`src/hw/rtl/csp_pkg.sv`:
```
// Shared types, constants and helper functions for the colour spec parser.
package csp_pkg;

  localparam int MaxChars = 16;
  localparam int CntW = $clog2(MaxChars + 1);
  localparam int IdxW = $clog2(MaxChars);
  localparam int QDepth = 2;

  typedef enum logic [1:0] {
    FORM_HEX6 = 2'd0,
    FORM_HEX3 = 2'd1,
    FORM_NUM  = 2'd2,
    FORM_NAME = 2'd3
  } form_t;

  // One parse job handed from the front part to the back part.
  typedef struct packed {
    logic [CntW-1:0] len;
    logic            ovf;
  } job_t;

  function automatic logic [7:0] to_lower(input logic [7:0] c);
    logic [7:0] r;
    r = c;
    if (c >= 8'h41 && c <= 8'h5a) r = c + 8'd32;
    return r;
  endfunction

  function automatic logic is_hex(input logic [7:0] c);
    logic [7:0] l;
    l = to_lower(c);
    return (l >= 8'h30 && l <= 8'h39) || (l >= 8'h61 && l <= 8'h66);
  endfunction

  function automatic logic [3:0] hex_val(input logic [7:0] c);
    logic [7:0] l;
    logic [7:0] d;
    l = to_lower(c);
    d = (l <= 8'h39) ? (l - 8'h30) : (l - 8'h57);
    return d[3:0];
  endfunction

  function automatic logic [7:0] cube_level(input logic [2:0] i);
    logic [7:0] r;
    case (i)
      3'd0: r = 8'h00;
      3'd1: r = 8'h5F;
      3'd2: r = 8'h87;
      3'd3: r = 8'hAF;
      3'd4: r = 8'hD7;
      default: r = 8'hFF;
    endcase
    return r;
  endfunction

  function automatic logic [23:0] palette(input logic [7:0] n);
    logic [7:0] r, g, b, m, v;
    logic [2:0] q36, q6, r6;
    logic [7:0] t;
    r = 8'd0; g = 8'd0; b = 8'd0;
    if (n < 8'd16) begin
      r = n[0] ? 8'h80 : 8'h00;
      g = n[1] ? 8'h80 : 8'h00;
      b = n[2] ? 8'h80 : 8'h00;
      if (n[3]) begin
        if (n[0]) r = r + 8'h7f;
        if (n[1]) g = g + 8'h7f;
        if (n[2]) b = b + 8'h7f;
        if (n == 8'd8) begin
          r = 8'h80; g = 8'h80; b = 8'h80;
        end
      end
      if (n == 8'd7) begin
        r = r + 8'h40; g = g + 8'h40; b = b + 8'h40;
      end
    end else if (n < 8'd232) begin
      m = n - 8'd16;
      q36 = 3'((16'(m) * 16'd57) >> 11);
      t = m - 8'(q36) * 8'd36;
      q6 = 3'((16'(t) * 16'd43) >> 8);
      r6 = 3'(t - 8'(q6) * 8'd6);
      r = cube_level(q36); g = cube_level(q6); b = cube_level(r6);
    end else begin
      v = 8'((n - 8'd232) * 8'd10 + 8'd8);
      r = v; g = v; b = v;
    end
    return {r, g, b};
  endfunction

endpackage

```
`src/hw/rtl/csp_front.sv`:
```
// Front part: collects characters into the buffer and queues a parse job per spec.
module csp_front (
  input  logic                 clk,
  input  logic                 rst_n,
  input  logic                 in_valid,
  output logic                 in_ready,
  input  logic [7:0]           in_ch,
  input  logic                 in_last,
  output logic                 wr_en,
  output logic [csp_pkg::IdxW-1:0] wr_idx,
  output logic [7:0]           wr_data,
  output logic                 job_valid,
  output csp_pkg::job_t        job,
  input  logic                 job_ready
);
  import csp_pkg::*;

  logic [CntW-1:0] cnt_r, cnt_nxt;
  logic            ovf_r, ovf_nxt;
  logic            acc;

  // The buffer is shared with the back part, so a new spec waits until the job is taken.
  assign in_ready  = !job_valid || job_ready;
  assign acc       = in_valid && in_ready;
  assign wr_en     = acc && (cnt_r < CntW'(MaxChars));
  assign wr_idx    = cnt_r[IdxW-1:0];
  assign wr_data   = in_ch;

  logic jv_r;
  job_t job_r;
  assign job_valid = jv_r;
  assign job       = job_r;

  always_comb begin
    cnt_nxt = cnt_r;
    ovf_nxt = ovf_r;
    if (acc) begin
      if (cnt_r < CntW'(MaxChars)) cnt_nxt = cnt_r + 1'b1;
      else ovf_nxt = 1'b1;
      if (in_last) begin
        cnt_nxt = '0;
        ovf_nxt = 1'b0;
      end
    end
  end

  always_ff @(posedge clk) begin
    if (!rst_n) begin
      cnt_r <= '0;
      ovf_r <= 1'b0;
      jv_r  <= 1'b0;
    end else begin
      cnt_r <= cnt_nxt;
      ovf_r <= ovf_nxt;
      jv_r  <= (acc && in_last) || (jv_r && !job_ready);
    end
  end

  always_ff @(posedge clk) begin
    if (acc && in_last) begin
      job_r.len <= (cnt_r < CntW'(MaxChars)) ? cnt_r + 1'b1 : cnt_r;
      job_r.ovf <= ovf_r || !(cnt_r < CntW'(MaxChars));
    end
  end

`ifndef SYNTHESIS
  a_cnt_bound: assert property (@(posedge clk) disable iff (!rst_n)
    cnt_r <= CntW'(MaxChars)) else $error("count above buffer size");
  a_no_take_busy: assert property (@(posedge clk) disable iff (!rst_n)
    (jv_r && !job_ready) |-> !in_ready) else $error("accepted while job pending");
  a_cnt_clear: assert property (@(posedge clk) disable iff (!rst_n)
    (acc && in_last) |=> (cnt_r == '0 && !ovf_r)) else $error("count not cleared");
`endif
endmodule

```
`src/hw/rtl/csp_back.sv`:
```
// Back part: owns the character buffer and parses a queued spec into a colour.
module csp_back (
  input  logic                 clk,
  input  logic                 rst_n,
  input  logic                 wr_en,
  input  logic [csp_pkg::IdxW-1:0] wr_idx,
  input  logic [7:0]           wr_data,
  input  logic                 job_valid,
  input  csp_pkg::job_t        job,
  output logic                 job_ready,
  output logic                 out_valid,
  input  logic                 out_ready,
  output logic                 out_valid_res,
  output logic [1:0]           out_form,
  output logic [7:0]           out_red,
  output logic [7:0]           out_green,
  output logic [7:0]           out_blue
);
  import csp_pkg::*;

  logic [7:0] mem_r [MaxChars];
  always_ff @(posedge clk) begin
    if (wr_en) mem_r[wr_idx] <= wr_data;
  end

  // A bright name can reach byte 14 of the buffer, so every byte is lower-cased.
  logic [7:0] c [MaxChars];
  logic [CntW-1:0] len;
  always_comb begin
    for (int i = 0; i < MaxChars; i++) c[i] = to_lower(mem_r[i]);
    len = job.len;
  end

  logic hex6_ok, hex3_ok, col_ok, col_pre;
  logic [9:0] num;
  logic dig_ok;
  logic bright;
  logic [CntW-1:0] noff;
  logic [3:0] base;
  logic name_ok;
  logic [7:0] pal_n;
  logic [23:0] rgb;
  logic [1:0] frm;
  logic ok;

  function automatic logic nm(input logic [7:0] cc [MaxChars], input int off,
                              input logic [71:0] w, input int wl);
    logic r;
    r = 1'b1;
    for (int i = 0; i < 9; i++)
      if (i < wl && (off + i) < MaxChars && cc[off + i] != w[71 - 8*i -: 8]) r = 1'b0;
    return r;
  endfunction

  always_comb begin
    hex6_ok = (len == CntW'(7)) && (mem_r[0] == 8'h23);
    for (int i = 1; i < 7; i++) if (!is_hex(mem_r[i])) hex6_ok = 1'b0;
    hex3_ok = (len == CntW'(4)) && (mem_r[0] == 8'h23);
    for (int i = 1; i < 4; i++) if (!is_hex(mem_r[i])) hex3_ok = 1'b0;
    col_pre = nm(c, 0, {"color", 32'h0}, 5);
    dig_ok = 1'b1;
    num = '0;
    for (int i = 5; i < 8; i++) begin
      if (CntW'(i) < len) begin
        if (!(mem_r[i] >= 8'h30 && mem_r[i] <= 8'h39)) dig_ok = 1'b0;
        num = 10'(num * 10'd10 + 10'(mem_r[i] - 8'h30));
      end
    end
    col_ok = (len >= CntW'(6)) && (len <= CntW'(8)) && col_pre && dig_ok &&
             (num <= 10'd255);
    bright = (len >= CntW'(6)) && nm(c, 0, {"bright", 24'h0}, 6);
    noff = bright ? CntW'(6) : '0;
    name_ok = 1'b1;
    base = '0;
    if      (len == noff + CntW'(5) && nm(c, int'(noff), {"black", 32'h0}, 5))   base = 4'd0;
    else if (len == noff + CntW'(3) && nm(c, int'(noff), {"red", 48'h0}, 3))     base = 4'd1;
    else if (len == noff + CntW'(5) && nm(c, int'(noff), {"green", 32'h0}, 5))   base = 4'd2;
    else if (len == noff + CntW'(6) && nm(c, int'(noff), {"yellow", 24'h0}, 6))  base = 4'd3;
    else if (len == noff + CntW'(5) && nm(c, int'(noff), {"brown", 32'h0}, 5))   base = 4'd3;
    else if (len == noff + CntW'(4) && nm(c, int'(noff), {"blue", 40'h0}, 4))    base = 4'd4;
    else if (len == noff + CntW'(7) && nm(c, int'(noff), {"magenta", 16'h0}, 7)) base = 4'd5;
    else if (len == noff + CntW'(4) && nm(c, int'(noff), {"cyan", 40'h0}, 4))    base = 4'd6;
    else if (len == noff + CntW'(5) && nm(c, int'(noff), {"white", 32'h0}, 5))   base = 4'd7;
    else if (len == noff + CntW'(9) && nm(c, int'(noff), "lightgray", 9))       base = 4'd7;
    else if (len == noff + CntW'(4) && nm(c, int'(noff), {"grey", 40'h0}, 4))    base = 4'd7;
    else name_ok = 1'b0;
    ok = 1'b1; frm = FORM_NAME; rgb = '0; pal_n = {4'd0, base};
    if (hex6_ok) begin
      frm = FORM_HEX6;
      rgb = {hex_val(mem_r[1]), hex_val(mem_r[2]), hex_val(mem_r[3]),
             hex_val(mem_r[4]), hex_val(mem_r[5]), hex_val(mem_r[6])};
    end else if (hex3_ok) begin
      frm = FORM_HEX3;
      rgb = {{2{hex_val(mem_r[1])}}, {2{hex_val(mem_r[2])}}, {2{hex_val(mem_r[3])}}};
    end else if (col_ok) begin
      frm = FORM_NUM; pal_n = num[7:0];
    end else if (name_ok) begin
      frm = FORM_NAME; pal_n = {4'd0, base} + (bright ? 8'd8 : 8'd0);
    end else ok = 1'b0;
    if (job.ovf || len == '0) ok = 1'b0;
  end

  // Stage register between the decode and the palette lookup.
  logic       s_v_r, s_ok_r, s_pal_r;
  logic [1:0] s_frm_r;
  logic [23:0] s_rgb_r;
  logic [7:0] s_n_r;
  logic       s_ready;
  assign job_ready = job_valid && (!s_v_r || s_ready);
  assign s_ready = !out_valid || out_ready;

  logic ov_r;
  assign out_valid = ov_r;

  always_ff @(posedge clk) begin
    if (!rst_n) begin
      s_v_r <= 1'b0;
      ov_r  <= 1'b0;
    end else begin
      s_v_r <= job_ready || (s_v_r && !s_ready);
      ov_r  <= (s_v_r && s_ready) || (ov_r && !out_ready);
    end
  end

  always_ff @(posedge clk) begin
    if (job_ready) begin
      s_ok_r  <= ok;
      s_frm_r <= frm;
      s_rgb_r <= rgb;
      s_n_r   <= pal_n;
      s_pal_r <= ok && (frm == FORM_NUM || frm == FORM_NAME);
    end
    if (s_v_r && s_ready) begin
      out_valid_res <= s_ok_r;
      out_form      <= s_ok_r ? s_frm_r : 2'd0;
      {out_red, out_green, out_blue} <= !s_ok_r ? 24'd0 :
                                        (s_pal_r ? palette(s_n_r) : s_rgb_r);
    end
  end

`ifndef SYNTHESIS
  a_inv_zero: assert property (@(posedge clk) disable iff (!rst_n)
    (out_valid && !out_valid_res) |-> (out_form == 2'd0 && out_red == 8'd0))
    else $error("invalid result not zero");
  a_hold: assert property (@(posedge clk) disable iff (!rst_n)
    (s_v_r && !s_ready) |=> s_v_r) else $error("stage dropped");
  a_one_job: assert property (@(posedge clk) disable iff (!rst_n)
    job_ready |-> job_valid) else $error("job taken without valid");
`endif
endmodule

```
`src/hw/rtl/colour_spec_parser_top.sv`:
```
// Top level of the colour spec parser.
// Usage: send a spec one character per transaction on in_ch with in_last set
// on its final character. Each spec yields exactly one result transaction on
// the out_ channel: out_valid_res, out_form and the out_red/green/blue values,
// all zero when the spec does not parse. Characters other than the last give
// no result.
// Result path: with the output free, a result passes the front job register,
// the back stage register and the output register after the last character.
// Throughput: one character per cycle, also across specs, as long as the back
// part takes each job in the cycle after its last character; the back part
// decodes straight from the shared character buffer.
// Reset clears the character count, the overflow flag and all valid flags;
// buffer contents are not cleared. When the receiver stalls, the result is
// held, one more job waits in the stage and a third spec is collected in the
// buffer; once its last character is in, in_ready drops until the stage moves.
module colour_spec_parser_top (
  input  logic       clk,
  input  logic       rst_n,
  input  logic       in_valid,
  output logic       in_ready,
  input  logic [7:0] in_ch,
  input  logic       in_last,
  output logic       out_valid,
  input  logic       out_ready,
  output logic       out_valid_res,
  output logic [1:0] out_form,
  output logic [7:0] out_red,
  output logic [7:0] out_green,
  output logic [7:0] out_blue
);
  import csp_pkg::*;

  logic            wr_en;
  logic [IdxW-1:0] wr_idx;
  logic [7:0]      wr_data;
  logic            job_valid, job_ready;
  job_t            job;

  csp_front u_front (
    .clk, .rst_n, .in_valid, .in_ready, .in_ch, .in_last,
    .wr_en, .wr_idx, .wr_data, .job_valid, .job, .job_ready
  );

  csp_back u_back (
    .clk, .rst_n, .wr_en, .wr_idx, .wr_data, .job_valid, .job, .job_ready,
    .out_valid, .out_ready, .out_valid_res, .out_form, .out_red, .out_green,
    .out_blue
  );
endmodule

```
`config.mk`:
```
export PLATFORM = sky130hd
export DESIGN_NAME = colour_spec_parser_top
export DESIGN_NICKNAME = d
export VERILOG_FILES = /design/src/hw/rtl/csp_pkg.sv /design/src/hw/rtl/csp_front.sv /design/src/hw/rtl/csp_back.sv /design/src/hw/rtl/colour_spec_parser_top.sv
export SDC_FILE = /design/constraint.sdc
export NUM_CORES = 1
export LEC_CHECK = 0
export ABC_AREA = 1
export ABC_CLOCK_PERIOD_IN_PS = 11850
export BUFFER_PORTS_ARGS = -buffer_cell sky130_fd_sc_hd__buf_2
export CORE_ASPECT_RATIO = 2
export CORE_MARGIN = 3
export CORE_UTILIZATION = 64
export DETAILED_ROUTE_END_ITERATION = 10
export HOLD_SLACK_MARGIN = 0.12
export PLACE_DENSITY = 0.79
export SETUP_SLACK_MARGIN = 0.5
export SYNTH_ARGS = -nofsm -noshare
export SYNTH_HDL_FRONTEND = slang
export SYNTH_SLANG_ARGS = --single-unit
export TNS_END_PERCENT = 20
```
`constraint.sdc`:
```
create_clock -name clk -period 11.85 [get_ports clk]
set_input_delay 1.7775 -clock clk [delete_from_list [all_inputs] [get_ports clk]]
set_output_delay 1.7775 -clock clk [all_outputs]
set_load 0.05 [all_outputs]
```
# Yosys cells after proc, flatten, opt, wreduce, memory -nomap -nowiden
# Memories as Yosys holds them, arrays and structs flattened.
# Index checks and enable logic that the tools add are counted.
# totals
word_cells	682
out_inout_bits	29
in_bits	13
mem_bits_rw	128
mem_count	1
latchBits	0
ff_bits	78
mem_bits_ro	0
# mem_list
name	depth	width	read_ports	rd_ports_with_merged_regs	write_ports	line_no	source
u_back.mem_r	16	8	16	0	1	csp_back.sv:21	logic [7:0] mem_r [MaxChars];
# classes
n_lt_le_gt_ge	98
mux	274
n_div	0
reduce_logical	129
bitwise_logic	9
n_addsub	66
shift	0
mul	7
n_eq_ne	80
# ops
op	n
8-bit 2-to-1 mux	75
8-bit by 7-bit != test with 1-bit output (second input constant)	54
8-bit binary-select mux with 4-bit select	9
32-bit by 5-bit greater-or-equal comparator with 1-bit output (second input constant)	9
32-bit by 6-bit < comparator with 1-bit output (second input constant)	8
32-bit NOT	8
8-bit by 7-bit greater-or-equal comparator with 1-bit output (second input constant)	22
8-bit by 7-bit <= comparator with 1-bit output (second input constant)	22
1-bit 2-to-1 mux	153
8-bit by 6-bit <= comparator with 1-bit output (second input constant)	18
8-bit by 6-bit adder with 8-bit output (second input constant)	16
8-bit case mux with 5 select lines	3
1-bit logical AND	101
4-bit 2-to-1 mux	22
8-bit by 6-bit greater-or-equal comparator with 1-bit output (second input constant)	9
24-bit 2-to-1 mux	3
8-bit by 7-bit adder with 8-bit output (second input constant)	6
4-bit by 1-bit subtractor with 4-bit output (second input constant)	9
4-bit by 3-bit subtractor with 4-bit output (second input constant)	9
5-bit NOT with 32-bit output	1
5-bit equality test	6
10-bit 2-to-1 mux	3
8-bit by 6-bit subtractor with 9-bit output (second input constant)	3
5-bit by 3-bit adder with 6-bit output (second input constant)	4
other kinds (45)	90

# Logic depth before layout (Yosys ltp)
# An unclocked memory read counts as a cell.
# depth
ltp_word	107
mapped_depth	52
mapped_depth_nobuf	52

# Cells and area by module
# A second synthesis with hierarchy kept.
# unflattened
hier_cells	2023
area_unflattened_um2	15987.8
# by_module_without_submodules
mod	seq_area_each_um2	cells_per_inst	area_per_inst_um2	n_inst
csp_back	5535.3	1943	15295.9	1
csp_front	320.3	80	691.9	1

# Least setup slack after synthesis
# OpenSTA, ideal clock, no wires.
# synth_path
kind	register to register
from	reg u_back.s_n_r[4]
to	reg u_back.out_blue[1], data pin
arrival_time_ps	8086
n_path_buf	0
setup_ps	258
path_stages_with_launch	47
setup_slack_ps	3506
period_less_slack_ps	8344
required_time_ps	11592
path_cell_list	edfxtp_1 -> inv_1 -> ha_1 -> xnor2_1 -> inv_2 -> ha_1 -> inv_1 -> xor2_1 -> ha_1 -> ha_1 -> ha_1 -> a21oi_1 -> nand2_1 -> a21oi_1 -> nand2_1 -> nand2_1 -> nand2_1 -> xnor2_1 -> (+11 left out) -> inv_1 -> fa_1 -> inv_1 -> ha_1 -> a21oi_1 -> o21ai_0 -> nor2_1 -> inv_1 -> a21oi_1 -> xor2_1 -> ha_1 -> xnor2_1 -> xnor2_1 -> inv_1 -> nand2_1 -> nand2_1 -> a21oi_1 -> o221a_2
# synth_between
elab_chain_cells	12
word_cells_on_any_way	26
classes_between	4 x add/sub; 4 x mul; 2 x order compare; 6 x eq/ne; 9 x mux; 1 x reduce/logical
# synth_rtl
element	line_no	source
start: declaration	csp_back.sv:107	logic [7:0] s_n_r;
start signal: assignment	csp_back.sv:130	s_n_r <= pal_n;
8-bit by 5-bit subtractor with 8-bit output	csp_pkg.sv:77	m = n - 8'd16;
8-bit by 6-bit multiplier with 14-bit output	csp_pkg.sv:78	q36 = 3'((16'(m) * 16'd57) >> 11);
3-bit by 4-bit multiplier with 6-bit output	csp_pkg.sv:79	t = m - 8'(q36) * 8'd36;
8-bit subtractor	csp_pkg.sv:79	
8-bit by 6-bit multiplier with 11-bit output	csp_pkg.sv:80	q6 = 3'((16'(t) * 16'd43) >> 8);
3-bit by 2-bit multiplier with 2-bit output	csp_pkg.sv:81	r6 = 3'(t - 8'(q6) * 8'd6);
3-bit subtractor	csp_pkg.sv:81	
3-bit equality test, or another cell as far along	csp_pkg.sv:45	case (i)
8-bit case mux with 5 select lines	csp_pkg.sv:45	
8-bit 2-to-1 mux	csp_pkg.sv:76	end else if (n < 8'd232) begin
8-bit 2-to-1 mux *	csp_pkg.sv:61	if (n < 8'd16) begin
24-bit 2-to-1 mux *	csp_back.sv:137	(s_pal_r ? palette(s_n_r) : s_rgb_r);
end signal: assignment	csp_back.sv:136	{out_red, out_green, out_blue} <= !s_ok_r ? 24'd0 :
end: declaration	csp_back.sv:17	output logic [7:0] out_blue
# Every way passes the cells marked *; elsewhere a longest branch is shown, timed or not. The select of a mux whose other input is x is not followed.
# A chain may end at the register's enable or synchronous reset.

# Worst setup path after layout
# layout_path
from	reg u_back.s_n_r[4]
to	reg u_back.out_blue[5], data pin
# Same word-level chain as after synthesis.

==> out/results.ini <==
[placed_design]
io_buffers=41
dp_hpwl_um=38460
globalplace.congestion=1.075
dp.cells=2252

[synthesis]
synth_edf_count=189
synthTopCellsByCount=nand2_1, inv_1, nor2_1
synth_area_um2=15790
synth_top_cell_area_share=0.3595
syn_area_per_cell_um2=8.100
yosysMostFrequentCell=nand2_1
synth-seq-cells=198
yosys_warnings=0
synthTopCellsByArea=edfxtp_1, ha_1, nand2_1, inv_1, nand3_1
yosysSeqAreaShare=0.3709
synth-async-reset-ratio=0
ys_types=56
postSynthCellCount=1949
yosysTopAreaCell=edfxtp_1
synth_ff_type=edfxtp_1
synth_fp_nets=2152

[timing]
rsz0062_at_grt=no
final.period_utilization=0.8001
max_slew_margin=0.1514
setup_violations=0
period_needed_ns=9.481
max_freq_ghz=0.1055
worst_pin_slew_ns=1.263
fin_setup_tns_ns=0
final_max_slew_viol_count=0
hold_violations=0
finalClockSkew_ns=0.01296

[routing]
dr.first_iter.drc_count=1182
ant_nets=0
drc=0
via_per_inst=5.973
via_count=13640
routedWlPerCell_um=21.01
dr.pass1.iters=5
wl_um=48000

[global_routing]
track_usage=0.3688
grt_pass1_vias=13670
grt_pass1_wl_um=72860
overflow=0
grt_antenna_before_repair=0
grt_max_degree=45

[worst_setup_path]
max_stage_delay_ns=0.54
cp.required_ns=12.17
path_class=register to register
cp_common_cell=nand2_1
cp_max_fo=6
start_kind=register
r2r_slack_ns=2.37
reg2reg_from=u_back.s_n_r[4]$_SDFFCE_PP0P_
timing.critical_path.slowest_stage_cell=fa_1
timing.rr.end=u_back.out_blue[5]$_SDFFCE_PN0P_
reg2regPathDepth=47
end_kind=register
crit_arrival_ns=9.80

[power_and_ir_drop]
power_leakage_nw=7.728
power_density_nw_per_um2=197.6
max-vdd-ir-drop_uv=341.4
power_mw=3.316

[clock_tree]
cts_buffers=17
insertion_delay_ns=0.46
clock-sinks=198
htree_levels=4
cts_resized=0
ctsHoldBuffers=0
cts_tree=yes
clkSlewWorstSetupHoldPaths_ns=0.08
post_cts.repair.setup_buffers=0
root_buffer=clkbuf_16
clock_path_buffers=2

[floorplan]
dieArea_um2=26700
initial_core_util=0.6572
core_area_um2=24020
row_count=80
die-height_um=228.1
ios=42
die-width_um=117.1

[job]
max-cap-violations=0

[hold_path]
hold_start=u_front.ovf_r$_SDFFE_PN0P_
whs_endpoint=u_front.ovf_r$_SDFFE_PN0P_
hp-class=register to register
hold_depth=2

[cells_and_area]
antennaDiodeCount=0
nets=2187
fin_cells=2284
syn_to_final_growth_pct=6.269
drive_gt1_frac=0.08112

[status]
status=complete, no violations

-- cell usage in the layout, fill, tap and decap left out, types with 6 or more instances in the layout --
cell | synthesis | layout
nand2_1 | 424 | 424
inv_1 | 274 | 274
nor2_1 | 203 | 203
edfxtp_1 | 189 | 189
ha_1 | 172 | 172
nand3_1 | 161 | 161
o21ai_0 | 90 | 90
a21oi_1 | 71 | 70
xor2_1 | 53 | 53
nor3_1 | 42 | 42
buf_2 | 3 | 41
xnor2_1 | 24 | 24
nand4_1 | 23 | 23
nand2_2 | 19 | 19
fa_1 | 18 | 18
inv_2 | 17 | 17
clkbuf_16 | 0 | 17
nor2_2 | 16 | 16
o21bai_1 | 12 | 12
a31oi_1 | 12 | 12
dfxtp_1 | 9 | 9
or2_2 | 8 | 8
o31ai_1 | 7 | 7
nand3_2 | 6 | 6
nand3b_1 | 6 | 6
nor4_1 | 6 | 6
-- routing by layer --
layer,GRT usage,vias to the layer above,part of all wire
met4,0.3344,0,0.12
met1,0.3283,6290,0.30
li1,-,6558,-
met3,0.06260,242,0.051
met5,0,-,0
met2,0.6666,553,0.53
-- power breakdown --
part	internal (mW)	switching, mW	total [mW]
sequential	0.785	0.00738	0.792
clock	0.282	0.291	0.573
combinational	0.722	1.23	1.95
total	1.79	1.53	3.32
-- worst max-delay path: cells and delay by family, from the launching register on --
family | cells | cell delay, ns
buffers and inverters | 9 | 0.81
AO/OA/AOI/OAI | 8 | 1.32
adder cells (fa/ha/maj) | 11 | 3.78
XOR/XNOR | 6 | 1.65
flip-flops | 1 | 0.47
AND/OR/NAND/NOR | 13 | 1.26
-- kinds of logic (layout without fill, tap and decap cells) --
kind of cell | after synthesis | in the layout | synth area share
AND/OR/NAND/NOR | 928 | 928 | 0.2584
buffers and inverters | 323 | 371 | 0.08274
adder cells (fa/ha/maj) | 190 | 190 | 0.1591
XOR/XNOR | 77 | 77 | 0.04272
flip-flops | 198 | 198 | 0.3709
AO/OA/AOI/OAI | 233 | 233 | 0.08607
-- through the flow --
step	hold WS, ns	utilization	instance area, um^2	setup WS (ns)
floorplan	0.4317	-	15790	3.506
global placement	0.4493	0.6738	16190	2.836
detailed placement	0.4607	0.6738	16190	2.438
CTS	0.4714	0.6984	16780	2.394
global route	0.4888	0.6984	16780	1.428
finish	0.4649	0.6984	16780	2.369
-- area by class of cell --
cell class                      count  area, um^2
Multi-Input combinational cell   1428        8630
Fill cell                        1940        7246
Sequential cell                   198        5856
Inverter                          293        1100
Clock buffer                       18       429.2
Tap cell                          287       359.1
Timing Repair Buffer               46       242.7
Clock inverter                     14       161.4
-- state kept, by name (all words and copies together), names as in the netlist --
| signal | count |
|---|---|
| u_front.job | 6 |
| u_back.out_blue | 8 |
| u_back.s_n_r | 8 |
| u_back.mem_r | 120 |
| u_front.cnt_r | 5 |
| u_front.job_valid | 1 |
| u_back.out_green | 8 |
| u_back.out_valid_res | 1 |
| u_front.ovf_r | 1 |
| u_back.s_frm_r | 2 |
| u_back.out_red | 8 |
| u_back.s_v_r | 1 |
| u_back.s_ok_r | 1 |
| u_back.out_valid | 1 |
| u_back.s_rgb_r | 24 |
| u_back.out_form | 2 |
| u_back.s_pal_r | 1 |
-- worst max path at each step --
| stage | slack [ns] | end | start | depth (start not counted) |
|---|---|---|---|---|
| after floorplan | 3.51 | u_back.out_blue[1]$_SDFFCE_PN0P_ | u_back.s_n_r[4]$_SDFFCE_PP0P_ | 46 |
| after global placement | 2.84 | u_back.out_blue[7]$_SDFFCE_PN0P_ | u_back.s_n_r[4]$_SDFFCE_PP0P_ | 47 |
| final | 2.37 | u_back.out_blue[5]$_SDFFCE_PN0P_ | u_back.s_n_r[4]$_SDFFCE_PP0P_ | 47 |
| after detailed placement | 2.44 | u_back.out_blue[2]$_SDFFCE_PN0P_ | u_back.s_n_r[4]$_SDFFCE_PP0P_ | 47 |
| after global routing | 1.43 | u_back.out_blue[5]$_SDFFCE_PN0P_ | u_back.s_n_r[4]$_SDFFCE_PP0P_ | 47 |
| after CTS | 2.39 | u_back.out_blue[7]$_SDFFCE_PN0P_ | u_back.s_n_r[4]$_SDFFCE_PP0P_ | 47 |
No activity file was read; power rests on OpenSTA's default activity.
